==> src/hw/rtl/rcfl_pkg.sv <==
// ----------------------------------------------------------------------------
// rcfl_pkg
// Types and constants shared by the reference-counted block free list.
// ----------------------------------------------------------------------------
package rcfl_pkg;

  localparam int BLOCKS = 64;
  localparam int ID_W   = 6;
  localparam int CNT_W  = 7;
  localparam int REF_W  = 8;
  localparam int STAT_W = 3;
  localparam int FUNC_W = 2;

  // Operation codes.
  localparam logic [FUNC_W-1:0] FN_ALLOC   = 2'd0;
  localparam logic [FUNC_W-1:0] FN_COMMIT  = 2'd1;
  localparam logic [FUNC_W-1:0] FN_RELEASE = 2'd2;

  // Result status codes.
  localparam logic [STAT_W-1:0] STAT_OK        = 3'd0;
  localparam logic [STAT_W-1:0] STAT_EMPTY     = 3'd1;
  localparam logic [STAT_W-1:0] STAT_BAD_ID    = 3'd2;
  localparam logic [STAT_W-1:0] STAT_UNDERFLOW = 3'd3;
  localparam logic [STAT_W-1:0] STAT_NOT_FREE  = 3'd4;

  // Configuration register indexes.
  localparam logic REG_BLOCKS_IN_USE = 1'b0;

  typedef enum logic [1:0] {
    BS_FREE    = 2'd0,
    BS_WRITING = 2'd1,
    BS_READY   = 2'd2
  } blk_state_t;

  typedef enum logic {
    FSM_IDLE = 1'b0,
    FSM_EXEC = 1'b1
  } fsm_t;

  // One block's entry in the block table.
  typedef struct packed {
    logic [CNT_W-1:0] link;
    blk_state_t       st;
    logic [REF_W-1:0] refs;
  } ent_t;

endpackage

==> src/hw/rtl/rcfl_if.sv <==
// ----------------------------------------------------------------------------
// rcfl_in_if / rcfl_out_if
// Valid/ready channels for operation beats and result beats.
// ----------------------------------------------------------------------------
interface rcfl_in_if;
  import rcfl_pkg::*;

  logic              valid;
  logic              ready;
  logic [FUNC_W-1:0] func;
  logic [ID_W-1:0]   target_block;
  logic [REF_W-1:0]  ref_total;

  modport source (output valid, func, target_block, ref_total, input ready);
  modport sink   (input valid, func, target_block, ref_total, output ready);
endinterface

interface rcfl_out_if;
  import rcfl_pkg::*;

  logic              valid;
  logic              ready;
  logic [STAT_W-1:0] status;
  logic [ID_W-1:0]   granted_block;
  logic [CNT_W-1:0]  free_blocks;
  logic              was_freed;

  modport source (output valid, status, granted_block, free_blocks, was_freed, input ready);
  modport sink   (input valid, status, granted_block, free_blocks, was_freed, output ready);
endinterface

==> src/hw/rtl/refcounted_block_free_list_top.sv <==
// ----------------------------------------------------------------------------
// refcounted_block_free_list_top
// Buffer block manager with a LIFO free stack and per-block reference counts.
// ----------------------------------------------------------------------------
// Each operation beat passes through two states: in the cycle it is accepted
// the block table is read at the addressed entry (the stack top for an
// allocate, target_block otherwise), and in the update state the entry is
// updated, written back and the result is loaded into the output register.
// That split is set by the registered read of the single block table, which
// holds the next link, the state and the reference count of each block. A
// new beat is taken as soon as the previous one has been written back, even
// while its result still waits in the output register; only a full output
// register holds an operation in its update state. Writing blocks_in_use
// rebuilds the free list by clearing a row of per-block valid bits; an entry
// that is not valid reads as its rebuilt value (free, count zero, linked to
// the next block), so no clearing pass over the table is needed after reset
// or after a write.
module refcounted_block_free_list_top (
  input  logic                  clk,
  input  logic                  rst_n,
  rcfl_in_if.sink               in_ch,
  rcfl_out_if.source            out_ch,
  input  logic                  cfg_psel,
  input  logic                  cfg_penable,
  input  logic                  cfg_pwrite,
  input  logic [2:0]            cfg_paddr,
  input  logic [31:0]           cfg_pwdata,
  output logic [31:0]           cfg_prdata,
  output logic                  cfg_pready
);
  import rcfl_pkg::*;

  // Block table and its valid bits.
  ent_t              mem [BLOCKS];
  ent_t              rd_data_r;
  logic [BLOCKS-1:0] valid_r;

  fsm_t              fsm_r, fsm_nxt;
  logic [CNT_W-1:0]  blocks_r;
  logic [CNT_W-1:0]  free_top_r, free_top_nxt;
  logic [CNT_W-1:0]  free_total_r, free_total_nxt;

  // Operation held for its update state.
  logic [FUNC_W-1:0] func_r;
  logic [ID_W-1:0]   addr_r;
  logic [REF_W-1:0]  refs_in_r;

  // Output register.
  logic              out_valid_r;
  logic [STAT_W-1:0] status_r, status_nxt;
  logic [ID_W-1:0]   granted_r, granted_nxt;
  logic              freed_r, freed_nxt;

  logic              in_acc;
  logic              exec_done;
  logic              cfg_wr;
  logic [CNT_W-1:0]  cfg_count;
  logic              mem_we;
  ent_t              wr_data;
  ent_t              cur;
  logic [CNT_W-1:0]  addr_ext;
  logic [CNT_W-1:0]  addr_inc;
  logic              id_bad;

  // ---------------------------------------------------------------------------
  // Configuration port. The count is clamped to 1..BLOCKS on the way in.
  // ---------------------------------------------------------------------------
  assign cfg_pready = 1'b1;
  assign cfg_wr     = cfg_psel && cfg_penable && cfg_pwrite
                      && (cfg_paddr[2] == REG_BLOCKS_IN_USE);

  always_comb begin
    cfg_count = cfg_pwdata[CNT_W-1:0];
    if (cfg_count == '0) begin
      cfg_count = CNT_W'(1);
    end else if (cfg_count > CNT_W'(BLOCKS)) begin
      cfg_count = CNT_W'(BLOCKS);
    end
  end

  assign cfg_prdata = (cfg_paddr[2] == REG_BLOCKS_IN_USE) ?
                      {{(32-CNT_W){1'b0}}, blocks_r} : 32'd0;

  // ---------------------------------------------------------------------------
  // Handshakes. A beat enters only in the idle state, so the read of one beat
  // never meets the write-back of the previous one at the table.
  // ---------------------------------------------------------------------------
  assign in_ch.ready = (fsm_r == FSM_IDLE);
  assign in_acc      = in_ch.valid && in_ch.ready;
  assign exec_done   = (fsm_r == FSM_EXEC) && (!out_valid_r || out_ch.ready);

  assign out_ch.valid         = out_valid_r;
  assign out_ch.status        = status_r;
  assign out_ch.granted_block = granted_r;
  assign out_ch.free_blocks   = free_total_r;
  assign out_ch.was_freed     = freed_r;

  always_ff @(posedge clk) begin
    if (!rst_n) begin
      fsm_r <= FSM_IDLE;
    end else begin
      fsm_r <= fsm_nxt;
    end
  end

  always_comb begin
    fsm_nxt = fsm_r;
    case (fsm_r)
      FSM_IDLE: if (in_acc) fsm_nxt = FSM_EXEC;
      FSM_EXEC: if (exec_done) fsm_nxt = FSM_IDLE;
      default:  fsm_nxt = FSM_IDLE;
    endcase
  end

  // Capture the beat and read its entry. An allocate reads the stack top; when
  // the stack is empty the top is out of range and the read is unused.
  always_ff @(posedge clk) begin
    if (in_acc) begin
      func_r    <= in_ch.func;
      refs_in_r <= in_ch.ref_total;
      if (in_ch.func == FN_ALLOC) begin
        addr_r    <= free_top_r[ID_W-1:0];
        rd_data_r <= mem[free_top_r[ID_W-1:0]];
      end else begin
        addr_r    <= in_ch.target_block;
        rd_data_r <= mem[in_ch.target_block];
      end
    end
  end

  // ---------------------------------------------------------------------------
  // Update state: modify the entry and decide the result.
  // ---------------------------------------------------------------------------
  assign addr_ext = {1'b0, addr_r};
  assign addr_inc = addr_ext + CNT_W'(1);
  assign id_bad   = (addr_ext >= blocks_r);

  always_comb begin
    // An entry not written since the last rebuild reads as its rebuilt value.
    if (valid_r[addr_r]) begin
      cur = rd_data_r;
    end else begin
      cur.link = (addr_inc < blocks_r) ? addr_inc : CNT_W'(BLOCKS);
      cur.st   = BS_FREE;
      cur.refs = '0;
    end

    wr_data        = cur;
    mem_we         = 1'b0;
    status_nxt     = STAT_OK;
    granted_nxt    = '0;
    freed_nxt      = 1'b0;
    free_top_nxt   = free_top_r;
    free_total_nxt = free_total_r;

    case (func_r)
      FN_ALLOC: begin
        if (free_total_r == '0 || free_top_r >= blocks_r) begin
          status_nxt = STAT_EMPTY;
        end else if (cur.st != BS_FREE) begin
          status_nxt = STAT_NOT_FREE;
        end else begin
          wr_data.st     = BS_WRITING;
          mem_we         = 1'b1;
          free_top_nxt   = cur.link;
          free_total_nxt = free_total_r - CNT_W'(1);
          granted_nxt    = addr_r;
        end
      end
      FN_COMMIT: begin
        if (id_bad) begin
          status_nxt = STAT_BAD_ID;
        end else begin
          wr_data.st   = BS_READY;
          wr_data.refs = refs_in_r;
          mem_we       = 1'b1;
        end
      end
      FN_RELEASE: begin
        if (id_bad) begin
          status_nxt = STAT_BAD_ID;
        end else if (cur.refs == '0) begin
          status_nxt = STAT_UNDERFLOW;
        end else begin
          wr_data.refs = cur.refs - REF_W'(1);
          mem_we       = 1'b1;
          // The last reference of a ready block pushes it back on the stack.
          if (cur.refs == REF_W'(1) && cur.st == BS_READY) begin
            wr_data.st   = BS_FREE;
            wr_data.link = free_top_r;
            free_top_nxt = addr_ext;
            if (free_total_r < blocks_r) begin
              free_total_nxt = free_total_r + CNT_W'(1);
            end
            freed_nxt = 1'b1;
          end
        end
      end
      default: begin
        // The unused operation code changes nothing and reports success.
      end
    endcase
  end

  always_ff @(posedge clk) begin
    if (exec_done && mem_we) begin
      mem[addr_r] <= wr_data;
    end
  end

  // ---------------------------------------------------------------------------
  // Control state: list head, free count, valid bits, output register.
  // ---------------------------------------------------------------------------
  always_ff @(posedge clk) begin
    if (!rst_n) begin
      blocks_r     <= CNT_W'(BLOCKS);
      free_top_r   <= '0;
      free_total_r <= CNT_W'(BLOCKS);
      valid_r      <= '0;
      out_valid_r  <= 1'b0;
    end else if (cfg_wr) begin
      blocks_r     <= cfg_count;
      free_top_r   <= '0;
      free_total_r <= cfg_count;
      valid_r      <= '0;
    end else begin
      if (out_ch.valid && out_ch.ready) begin
        out_valid_r <= 1'b0;
      end
      if (exec_done) begin
        free_top_r   <= free_top_nxt;
        free_total_r <= free_total_nxt;
        out_valid_r  <= 1'b1;
        if (mem_we) begin
          valid_r[addr_r] <= 1'b1;
        end
      end
    end
  end

  always_ff @(posedge clk) begin
    if (exec_done) begin
      status_r  <= status_nxt;
      granted_r <= granted_nxt;
      freed_r   <= freed_nxt;
    end
  end

  // ---------------------------------------------------------------------------
  // Assertions.
  // ---------------------------------------------------------------------------
  a_free_total_bound: assert property (@(posedge clk) disable iff (!rst_n)
    free_total_r <= blocks_r)
    else $error("free count exceeds the managed block count");

  a_write_in_exec: assert property (@(posedge clk) disable iff (!rst_n)
    (mem_we && exec_done) |-> (fsm_r == FSM_EXEC))
    else $error("block table written outside the update cycle");

  a_accept_to_exec: assert property (@(posedge clk) disable iff (!rst_n)
    in_acc && !cfg_wr |=> (fsm_r == FSM_EXEC))
    else $error("accepted beat did not reach the update cycle");

  a_result_after_exec: assert property (@(posedge clk) disable iff (!rst_n)
    $rose(out_valid_r) |-> $past(fsm_r == FSM_EXEC))
    else $error("result appeared without an update cycle");

  a_grant_only_ok: assert property (@(posedge clk) disable iff (!rst_n)
    (out_valid_r && status_r != STAT_OK) |-> (granted_r == '0 && !freed_r))
    else $error("failed operation reports a grant or a freed block");

endmodule
==> src/flat_wrapper.sv <==
// flat-port wrapper written by rule: the top's interface ports become plain ports
module refcounted_block_free_list_top_flat import rcfl_pkg::*;
  (clk, rst_n, cfg_psel, cfg_penable, cfg_pwrite, cfg_paddr, cfg_pwdata, cfg_prdata, cfg_pready, in_ch_valid, in_ch_func, in_ch_target_block, in_ch_ref_total, in_ch_ready, out_ch_valid, out_ch_status, out_ch_granted_block, out_ch_free_blocks, out_ch_was_freed, out_ch_ready);
  rcfl_in_if in_ch_i ();
  rcfl_out_if out_ch_i ();
  input  logic clk;
  input  logic rst_n;
  input  logic cfg_psel;
  input  logic cfg_penable;
  input  logic cfg_pwrite;
  input  logic [2:0] cfg_paddr;
  input  logic [31:0] cfg_pwdata;
  output logic [31:0] cfg_prdata;
  output logic cfg_pready;
  input wire logic [$bits(in_ch_i.valid)-1:0] in_ch_valid;
  input wire logic [$bits(in_ch_i.func)-1:0] in_ch_func;
  input wire logic [$bits(in_ch_i.target_block)-1:0] in_ch_target_block;
  input wire logic [$bits(in_ch_i.ref_total)-1:0] in_ch_ref_total;
  output wire logic [$bits(in_ch_i.ready)-1:0] in_ch_ready;
  output wire logic [$bits(out_ch_i.valid)-1:0] out_ch_valid;
  output wire logic [$bits(out_ch_i.status)-1:0] out_ch_status;
  output wire logic [$bits(out_ch_i.granted_block)-1:0] out_ch_granted_block;
  output wire logic [$bits(out_ch_i.free_blocks)-1:0] out_ch_free_blocks;
  output wire logic [$bits(out_ch_i.was_freed)-1:0] out_ch_was_freed;
  input wire logic [$bits(out_ch_i.ready)-1:0] out_ch_ready;
  assign in_ch_i.valid = in_ch_valid;
  assign in_ch_i.func = in_ch_func;
  assign in_ch_i.target_block = in_ch_target_block;
  assign in_ch_i.ref_total = in_ch_ref_total;
  assign in_ch_ready = in_ch_i.ready;
  assign out_ch_valid = out_ch_i.valid;
  assign out_ch_status = out_ch_i.status;
  assign out_ch_granted_block = out_ch_i.granted_block;
  assign out_ch_free_blocks = out_ch_i.free_blocks;
  assign out_ch_was_freed = out_ch_i.was_freed;
  assign out_ch_i.ready = out_ch_ready;
  refcounted_block_free_list_top u_core (.clk(clk), .rst_n(rst_n), .in_ch(in_ch_i), .out_ch(out_ch_i), .cfg_psel(cfg_psel), .cfg_penable(cfg_penable), .cfg_pwrite(cfg_pwrite), .cfg_paddr(cfg_paddr), .cfg_pwdata(cfg_pwdata), .cfg_prdata(cfg_prdata), .cfg_pready(cfg_pready));
endmodule
==> config.mk <==
export PLATFORM = sky130hd
export DESIGN_NAME = refcounted_block_free_list_top_flat
export DESIGN_NICKNAME = d
export VERILOG_FILES = /design/src/hw/rtl/rcfl_pkg.sv /design/src/hw/rtl/rcfl_if.sv /design/src/hw/rtl/refcounted_block_free_list_top.sv /design/src/flat_wrapper.sv
export SDC_FILE = /design/constraint.sdc
export NUM_CORES = 2
export LEC_CHECK = 0
export BUFFER_PORTS_ARGS = -buffer_cell sky130_fd_sc_hd__buf_4
export CAP_MARGIN = 0
export CORE_ASPECT_RATIO = 0.75
export CORE_UTILIZATION = 55
export CTS_CLUSTER_DIAMETER = 30
export CTS_CLUSTER_SIZE = 24
export DETAILED_ROUTE_END_ITERATION = 12
export GPL_TIMING_DRIVEN = 0
export MAX_ROUTING_LAYER = met4
export PLACE_DENSITY = 0.76
export SYNTH_ARGS = -nofsm -noshare
export SYNTH_HDL_FRONTEND = slang
export SYNTH_SLANG_ARGS = --single-unit
==> constraint.sdc <==
create_clock -name clk -period 14.8 [get_ports clk]
set_input_delay 0.74 -clock clk [delete_from_list [all_inputs] [get_ports clk]]
set_output_delay 0.74 -clock clk [all_outputs]
set_load 0.01 [all_outputs]
==> impl_metrics.csv <==
group,metric,value,unit
global_routing,grt_overflow_total,0,
power_and_ir_drop,p_seq_frac,0.428,
clock_network,cts_made_buffers,187,
clock_network,cts_setup_buffers,0,
clock_network,cts_sinks,1224,
clock_network,cts_resized,0,
clock_network,path_clk_slew,0.06,ns
setup_path,worstPathRequired,15.31,ns
global_routing,grt_max_degree,49,
place,dpl.hpwl,133.3,mm
sta,finalSetupTns,0,ns
synthesis,synthCells,2851,
route,wl_met2,81.92,mm
synthesis,yosys.area_share.simple,0.02819,
sta,tightest_slew,1.431,ns
route,drt_pre_antenna_iters,6,
clock_network,htree_num_levels,4,
place,gp_congestion,1.034,
flow_run,drv_cap,0,
setup_path,critPathLaunchType,"register",
hold_path,hold_class,"input pin to register",
synthesis,synth-adder-area-share,0.008211,
synthesis,synth_mux_area_frac,0.2932,
synthesis,syn_avg_cell_area,20.10,um2
global_routing,grt_pass1_vias,34610,
synthesis,yosysSeqAreaShare,0.6252,
power_and_ir_drop,internal_power,6880,uW
route,num_vias,35250,
route,routed_wl,185.1,mm
clock_network,cts-root-buf,"clkbuf_16",
floorplan,core_area,103200,um2
power_and_ir_drop,power.share.switching,0.2500,
floorplan,dieHeight,281.5,um
power_and_ir_drop,ir_worst_vdd,0.0001476,V
power_and_ir_drop,p_clk_frac,0.485,
route,final_antenna_net_count,0,
sta,period_needed,6.142,ns
route,wl_met1,66.47,mm
route,dr_wl_met3,29.18,mm
synthesis,synth_cell_types,72,
setup_path,startpoint,"u_core.addr_r[0]$_DFFE_PP_",
sta,rsz0062_at_grt,"false",
finish,drive_above_1_share,0.4147,
global_routing,antenna_found_initial,19,
setup_path,end_kind,"register",
synthesis,synth_area_leaders,"edfxtp_1 59%, mux4_2 28%, dfxtp_1 3.2%, clkbuf_1 0.82%, ha_1 0.79%",
sta,slew_violations,0,
sta,max_freq,162.8,MHz
synthesis,ys_seq_elements,1224,
finish,areaGrowthSynthToFinish,18.42,%
finish,nets,3320,
clock_network,cts_hold_buf,0,
sta,clock_skew,0.06981,ns
synthesis,yosysMostFrequentCell,"edfxtp_1",
place,dp_slack,8.964,ns
setup_path,r2r_end,"u_core.mem[23][10]$_DFFE_PP_",
outcome,outcome,"finished clean",
floorplan,num_io_pins,110,
setup_path,r2r-start,"u_core.addr_r[0]$_DFFE_PP_",
synthesis,synthXorXnorAreaFrac,0.001529,
synthesis,synth_edf_count,1131,
synthesis,yosysWarnings,0,
route,maxUsedRoutingLayer,"met4",
route,initialDrtViolationCount,6194,
setup_path,worstPathArrival,6.65,ns
synthesis,synth_ff_type,"edfxtp_1",
setup_path,rr_worst_depth,17,
synthesis,synth_area,57300,um2
sta,hold_violations,0,
sta,setup_violations,0,
route,drc_errors,0,
power_and_ir_drop,power_density,135.2,nW/um2
synthesis,synth_top_family_by_area,"multiplexers",
hold_path,worstHoldPathCells,1,
floorplan,initial_utilization,0.5549,
hold_path,worstHoldStart,"in_ch_ref_total[7]",
clock_network,cts_tree,"built",
route,wl_per_cell,38.95,um
synthesis,synth_top_area_share,0.5928,
sta,slew_headroom,0.04606,
setup_path,worstPathMaxFanout,10,
sta,fin_crit_sh,0.4150,
power_and_ir_drop,p_switching,2294,uW
synthesis,synth_compound_area_frac,0.02245,
setup_path,criticalPathCategory,"register to register",
power_and_ir_drop,p_comb_frac,0.087,
place,port_buffers,48,
global_routing,grtUsageTotal,0.3690,
floorplan,die_w,374.7,um
setup_path,rrSetupSlack,8.66,ns
floorplan,num_rows,102,
route,routed_via_density,7.417,
floorplan,die_area,105500,um2
clock_network,clock_path_buffers,3,
synthesis,synthArstFlopShare,0,
clock_network,insertion_delay,0.81,ns
power_and_ir_drop,leakagePower,0.02149,uW
hold_path,min_to,"u_core.refs_in_r[7]$_DFFE_PP_",
global_routing,grt_first_pass_wirelength,259.6,mm
synthesis,synth_commonest_cells,"1131 x edfxtp_1, 714 x mux4_2, 125 x clkbuf_1",
sta,layout_setup_ws,8.658,ns
synthesis,synth_area_leader_cell,"edfxtp_1",
-- state kept, by name, summed over array words and instances, names as in the netlist, named ones only --
register and flops:
u_core.mem 1088, u_core.out_ch.was_freed 1, u_core.rd_data_r 17, u_core.free_top_r 7, u_core.fsm_r 1, u_core.addr_r 6, u_core.func_r 2, u_core.out_ch.valid 1
u_core.out_ch.status 3, u_core.blocks_r 7, u_core.valid_r 64, u_core.out_ch.free_blocks 7, u_core.out_ch.granted_block 6, u_core.refs_in_r 8
-- critical path, stage by stage (launching register included) --
cell      delay, ns
edfxtp_1       0.52
buf_6          0.23
clkbuf_1       0.43
inv_2          0.24
ha_1           0.33
nand2b_1       0.14
a211oi_1       0.24
o32ai_1        0.29
clkbuf_1       0.29
nor2_1         0.47
inv_1          0.18
o211ai_1       0.30
nand2_1        0.14
buf_2          0.27
buf_2          0.31
nor4_2         0.90
buf_4          0.34
buf_4          0.20
-- cells in the final DEF, fill, tap and decap left out, types with 36 or more instances in the layout --
cell,Yosys,final
edfxtp_1,1131,1131
mux4_2,714,714
clkbuf_16,0,191
clkbuf_1,125,147
nand2_1,117,116
dfxtp_1,93,93
buf_4,28,86
buf_6,3,71
o21ai_0,71,67
buf_2,65,65
nor2_1,61,46
mux2i_1,45,45
nor3_2,0,44
ha_1,36,36
-- routing by layer --
layer	vias to the layer above	track usage
li1	13110	-
met5	-	-
met1	18550	0.5027
met2	3116	0.5105
met3	465	0.1327
met4	0	0.1438
-- worst max path at each step --
stage	to	slack, ns	depth (start not counted)
2_1_floorplan	u_core.mem[0][10]$_DFFE_PP_	9.23	10
3_3_place_gp	u_core.mem[36][11]$_DFFE_PP_	4.33	10
3_5_place_dp	u_core.mem[23][5]$_DFFE_PP_	8.96	17
4_1_cts	u_core.mem[23][10]$_DFFE_PP_	8.91	17
5_1_grt	u_core.mem[23][10]$_DFFE_PP_	8.39	17
6_report	u_core.mem[23][10]$_DFFE_PP_	8.66	17
-- metrics by stage --
stage | util | power [uW] | instance area (um2) | hold WS [ns] | instances
2_1_floorplan | - | 4416 | 57390 | 0.4244 | 2875
3_3_place_gp | 0.5757 | 4720 | 59440 | 0.4340 | 4275
3_5_place_dp | 0.5944 | 4762 | 61370 | 0.4417 | 4386
6_report | 0.6571 | 9174 | 67850 | 0.1140 | 4752
5_1_grt | 0.6571 | 9344 | 67840 | 0.1002 | 4750
4_1_cts | 0.6564 | 9147 | 67770 | 0.07624 | 4738
-- power groups by stage --
stage / registers [uW] / clock network [uW] / logic, uW
global placement: 4040 / 0 / 682
finish: 3930 / 4450 / 797
detailed placement: 4000 / 0 / 766
CTS: 3930 / 4450 / 770
global route: 3930 / 4600 / 815
floorplan: 4010 / 0 / 408
-- logic make-up after synthesis --
logic type,after synthesis
muxes,783
other,2
DFF,1224
AOI/OAI and AO/OA,197
xor gates and xnor gates,10
adders and majority gates,37
and+or+nand+nor,333
buffers and inverters,265
-- cell type report --
cell class	count	area [um2]
Antenna cell	12	30.03
Buffer	239	1107
Clock buffer	213	4862
Clock inverter	139	1546
Fill cell	6597	35400
Inverter	26	97.59
Multi-Input combinational cell	1386	20830
Sequential cell	1224	35820
Tap cell	1352	1692
Timing Repair Buffer	161	1862
(Power assumes the default switching activity.)
